**src/rtl/rate_sum_tree_sampler_core_assert.svh**
```systemverilog
// Assertion macros shared by the sum tree sampler RTL.
`ifndef RATE_SUM_TREE_SAMPLER_CORE_ASSERT_SVH
`define RATE_SUM_TREE_SAMPLER_CORE_ASSERT_SVH

// Same-cycle implication, sampled on i_clk, off during reset.
`define RSTS_ASSERT_NOW(label, ante, cons, msg) \
    label: assert property (@(posedge i_clk) disable iff (!i_rst_n) (ante) |-> (cons)) \
        else $error(msg);

// Next-cycle implication.
`define RSTS_ASSERT_NEXT(label, ante, cons, msg) \
    label: assert property (@(posedge i_clk) disable iff (!i_rst_n) (ante) |=> (cons)) \
        else $error(msg);

`endif

```
**src/rtl/rsts_pkg.sv**
```systemverilog
// Package: widths, codes and types of the sum tree sampler.
`timescale 1ns / 1ps
package rsts_pkg;

    localparam int unsigned LEAVES_DEF    = 1024;
    localparam int unsigned RATE_BITS_DEF = 32;
    localparam int unsigned URN_BITS_DEF  = 32;

    // beat field widths
    localparam int unsigned LEAF_W  = 10;
    localparam int unsigned RATE_W  = 32;
    localparam int unsigned URN_W   = 32;
    localparam int unsigned TOTAL_W = 42;

    // urn digit consumed per multiply-accumulate step
    localparam int unsigned DIG_W = 16;

    localparam logic REQ_UPDATE = 1'b0;
    localparam logic REQ_SAMPLE = 1'b1;

    typedef enum logic [2:0] {
        S_CLEAR,
        S_IDLE,
        S_U_CMP,
        S_U_ADD,
        S_S_TOT,
        S_S_MUL,
        S_S_DESC
    } t_state;

    typedef enum logic [1:0] {
        ALU_ADD,
        ALU_SUB,
        ALU_MAC
    } t_alu_op;

    typedef struct packed {
        t_alu_op op;
    } t_alu_ctl;

endpackage

```
**src/rtl/rsts_alu.sv**
```systemverilog
// Shared adder: add, subtract with borrow, and digit multiply-accumulate.
`timescale 1ns / 1ps
module rsts_alu import rsts_pkg::*; #(
    parameter int unsigned SUM_W = 42
) (
    input  t_alu_ctl         i_ctl,
    input  logic [SUM_W-1:0] i_a,
    input  logic [SUM_W-1:0] i_b,
    input  logic [DIG_W-1:0] i_digit,
    output logic [SUM_W-1:0] o_res,
    output logic             o_borrow
);
    localparam int unsigned PW = SUM_W + DIG_W;
    localparam int unsigned W  = PW + 1;

    logic [PW-1:0] prod;
    logic [W-1:0]  a_ext;
    logic [W-1:0]  b_ext;
    logic          cin;
    logic [W-1:0]  sum;

    assign prod  = PW'(i_digit) * PW'(i_b);
    assign a_ext = W'(i_a);

    always_comb begin
        unique case (i_ctl.op)
            ALU_ADD: begin
                b_ext = W'(i_b);
                cin   = 1'b0;
            end
            ALU_SUB: begin
                b_ext = ~W'(i_b);
                cin   = 1'b1;
            end
            ALU_MAC: begin
                b_ext = W'(prod);
                cin   = 1'b0;
            end
            default: begin
                b_ext = '0;
                cin   = 1'b0;
            end
        endcase
    end

    assign sum = a_ext + b_ext + W'(cin);

    // MAC result is (acc + d*T) >> DIG_W; dropped bits never feed later carries
    assign o_res    = (i_ctl.op == ALU_MAC) ? sum[DIG_W +: SUM_W] : sum[SUM_W-1:0];
    assign o_borrow = sum[W-1];
endmodule

```
**config.mk**
```make
export PLATFORM = sky130hd
export DESIGN_NAME = rsts_alu
export DESIGN_NICKNAME = d
export VERILOG_FILES = /design/src/rtl/rate_sum_tree_sampler_core_assert.svh /design/src/rtl/rsts_pkg.sv /design/src/rtl/rsts_alu.sv
export SDC_FILE = /design/constraint.sdc
export NUM_CORES = 2
export LEC_CHECK = 0
export BUFFER_PORTS_ARGS = -buffer_cell sky130_fd_sc_hd__buf_4
export CAP_MARGIN = 40
export CORE_AREA = 2 2 321 323
export DETAILED_ROUTE_END_ITERATION = 12
export DIE_AREA = 0 0 323 325
export MAX_ROUTING_LAYER = met4
export SYNTH_ARGS = -nofsm -noshare
export SYNTH_HDL_FRONTEND = slang
export SYNTH_SLANG_ARGS = --single-unit
```
**constraint.sdc**
```tcl
create_clock -name vclk -period 8.9
set_input_delay 0 -clock vclk [all_inputs]
set_output_delay 0 -clock vclk [all_outputs]
set_load 0.02 [all_outputs]
```
Word-level counts from Yosys, hierarchy flattened

Cells that the tools add are included.

Word-level logic and storage cells: 10
Output and inout port bits: 43
Register bits after elaboration: 0
Input port bits: 102

Mux-type cells: 3
Equality and inequality tests: 2
$add $sub $neg: 2
Bitwise operators: 1
Reductions and logical operators: 1
$mul: 1

Operators with widths:

| operator             | count |
|---|---|
| $pmux W59 S3         | 1 |
| $add A42 B59 Y59     | 1 |
| $add A59 B1 Y59      | 1 |
| $not A42 Y59         | 1 |
| $mul A16 B42 Y58     | 1 |
| $mux W42             | 1 |
| $eq A2 B1 Y1 const B | 1 |
| $eq A2 B2 Y1 const B | 1 |
| $logic_not A2 Y1     | 1 |
| $mux W1              | 1 |

Depth between registers and ports, before layout

Depth in word-level cells: 5
Depth in mapped cells: 39
Mapped depth without buffers: 37

Worst setup path after synthesis

Ideal clock, no wire load.

Path type: input to output
Start point: input i_digit[7]
End point: output o_res[39]
Arrival: 8,044 ps
Buffers on the path: 3
Required time: 8,900 ps
Setup slack: 856 ps
Stages on the path: 38
Cells stage by stage: clkbuf_1 -> clkbuf_1 -> nand2_1 -> fa_1 -> inv_1 -> fa_1 -> inv_1 -> fa_1 -> inv_1 -> fa_1 -> fa_1 -> inv_1 -> fa_1 -> inv_1 -> ha_1 -> nand4_1 -> clkinv_1 -> a21oi_2 -> [... 2 more ...] -> o21bai_1 -> a21oi_1 -> xor2_1 -> o22ai_1 -> ha_1 -> clkbuf_1 -> nand2_1 -> o21ai_0 -> a31oi_1 -> o21a_1 -> o31ai_1 -> o21bai_1 -> or3b_1 -> and4_1 -> nand2_2 -> nor3_1 -> nor3_1 -> a221oi_1

Cells in the longest elaborated chain, start to end: 5

RTL lines:

| what             | RTL line       | source |
|---|---|---|
| start, declared  | rsts_alu.sv:9  | `input logic [DIG_W-1:0] i_digit,` |
| $mul A16 B42 Y58 | rsts_alu.sv:22 | `assign prod = PW'(i_digit) * PW'(i_b);` |
| $pmux W59 S3     | rsts_alu.sv:26 | `unique case (i_ctl.op)` |
| $add A42 B59 Y59 | rsts_alu.sv:46 | `assign sum = a_ext + b_ext + W'(cin);` |
| $add A59 B1 Y59  | rsts_alu.sv:46 |  |
| $mux W42         | rsts_alu.sv:49 | `assign o_res = (i_ctl.op == ALU_MAC) ? sum[DIG_W +: SUM_W] : sum[SUM_W-1:0];` |
| end, declared    | rsts_alu.sv:10 | `output logic [SUM_W-1:0] o_res,` |

Every way passes these cells.

Worst setup path in the final report

Start point: input i_digit[7]
End point: output o_res[40]

The elaborated chain is that of the path after synthesis.

==> metrics <==
Die Span X=323 um; layout cell share with drive strength beyond 1=0.0753; period utilization=0.960; Mapped Cells=about 3100; Crit Path Category=input port to primary output; WP data arrival=between 8000 and 9000 ps; CTS Hold Bufs=0; initial antenna violation count=5; critical path peak fanout=25; starting DRC count in detailed routing=about 1500; Worst Path Required=between 8000 and 9000 ps; crit end category=primary output; die height=between 300 and 400 um; CP max stage delay=580 ps; core area=101000 um^2; die area=roughly 100000 um^2; mapped cell area=around 25000 um^2; area delta synth->final=9.52%; Port Buffers=roughly 150; Fmax achieved=between 100 and 150 MHz; warnings from Yosys=0; Mean Syn Cell Area=8.05 um^2; number of I/O pins=145; Routed WL per cell=17.1 um; Final Slew Violations=0; num rows=between 100 and 150; # DRC=0; top-area cell type share of the netlist area=0.444; final hold violations=0; Synth Net Count=3971; Max-Cap Viols=0; number of global-route vias before repair=22100; flip-flop and latch count=0; Worst setup SP type=input port; global placement routability congestion=roughly 0.93; Post-layout nets=3955; sequential fraction of the synthesis area=0; Detailed Place HPWL=between 60000 and 70000 um; largest net degree at the start of global routing=55; fin util=0.273; most common cell in the netlist=nand2_1; max_slew headroom=0.561; GR Overflow Total=0; clkbuf count=0; first-pass GRT wire length=approximately 120000 um; top cells by count, synth=600 x nand2_1, 588 x inv_1, 560 x fa_1; via count=between 20000 and 25000; synth top area cells=fa_1 44%, nand2_1 8.9%, inv_1 8.7%; Final Setup Violations=0; HP Class=input port to primary output; TritonRoute pass-1 iters=5; initial core utilization=0.249; Crit-path slowest cell=fa_1; run status=complete, no violations; GRT Overall Usage=0.150; most frequent CP cell=fa_1; FF/Latch Area=0 um^2; Tmin final=8540 ps; antenna-violating nets left=0; Slew @ Worst Pin=around 660 ps; leading area contributor after synthesis=fa_1; Total Routed Length=76700 um; setup TNS=0 ps; post-synthesis cell type count=89; routed vias/inst=4.71
what timing repair did:
action | in CTS | in global routing
setup buffers | 0 | 3
gates resized for setup | 1 | 29
pin swaps | 0 | 4
endpoints found under the setup margin | 5 | 18
worst paths after layout:
path	startpoint	endpoint	slack, ps	cells past startpoint
setup / recovery	i_digit[7]	o_res[40]	360	36
hold / removal	i_a[0]	o_res[0]	480	5
placed cells by master (no fill, tap or decap), types with 84 or more instances in the layout:
cell type and instances:
nor2_1 84, nand2_1 600, ha_1 168, buf_4 169, inv_1 588, and2_1 210, fa_1 560, a21oi_1 133
xnor2_1 98, o21ai_0 92
through the flow:
| stage | worst slack [ps] | std cells | hold slack (ps) | cell area, um^2 |
|---|---|---|---|---|
| floorplan | 856 | 3138 | 406 | 25200 |
| global placement | 22.6 | 4485 | 478 | 27500 |
| detailed placement | -78.6 | 4485 | 485 | 27500 |
| CTS | 40.8 | 4485 | 486 | 27500 |
| global route | -15.0 | 4493 | 558 | 27700 |
| finish | 358 | 4493 | 484 | 27700 |
metal layers:
| metal | part of all wire | track usage | vias to the layer above |
|---|---|---|---|
| li1 | - | - | 9571 |
| met3 | 0.052 | 0.0125 | 79 |
| met2 | 0.49 | 0.249 | 599 |
| met4 | 0.017 | 0.0218 | 0 |
| met1 | 0.45 | 0.204 | 10900 |
| met5 | 0 | - | - |
final cells by class:
class	count	area (um^2)
multi-input combinational	2351	22300
antenna	5	12.5
tap	1368	1710
fill	11100	73700
timing repair buffer	180	1410
inverter	589	2210
kinds of logic after synthesis:
kind of cell	after synthesis	share of synthesized area
and+or+nand+nor	1030	0.189
buffers and inverters	787	0.119
adders and majority gates	731	0.529
AOI/OAI and AO/OA	445	0.112
xor gates and xnor gates	137	0.0478
muxes	8	0.00357
worst max-delay path: cells and delay by family:
family / cells / cell delay (ps)
compound gates: 8 / 1350
xor+xnor: 2 / 290
fa+ha+maj: 8 / 3770
buf+inv: 8 / 1130
mux: 1 / 250
simple gates: 9 / 1760
Power is left out: the tool's default activity adds up to more than one toggle a clock period on the data nets, which glitch-free logic cannot reach.
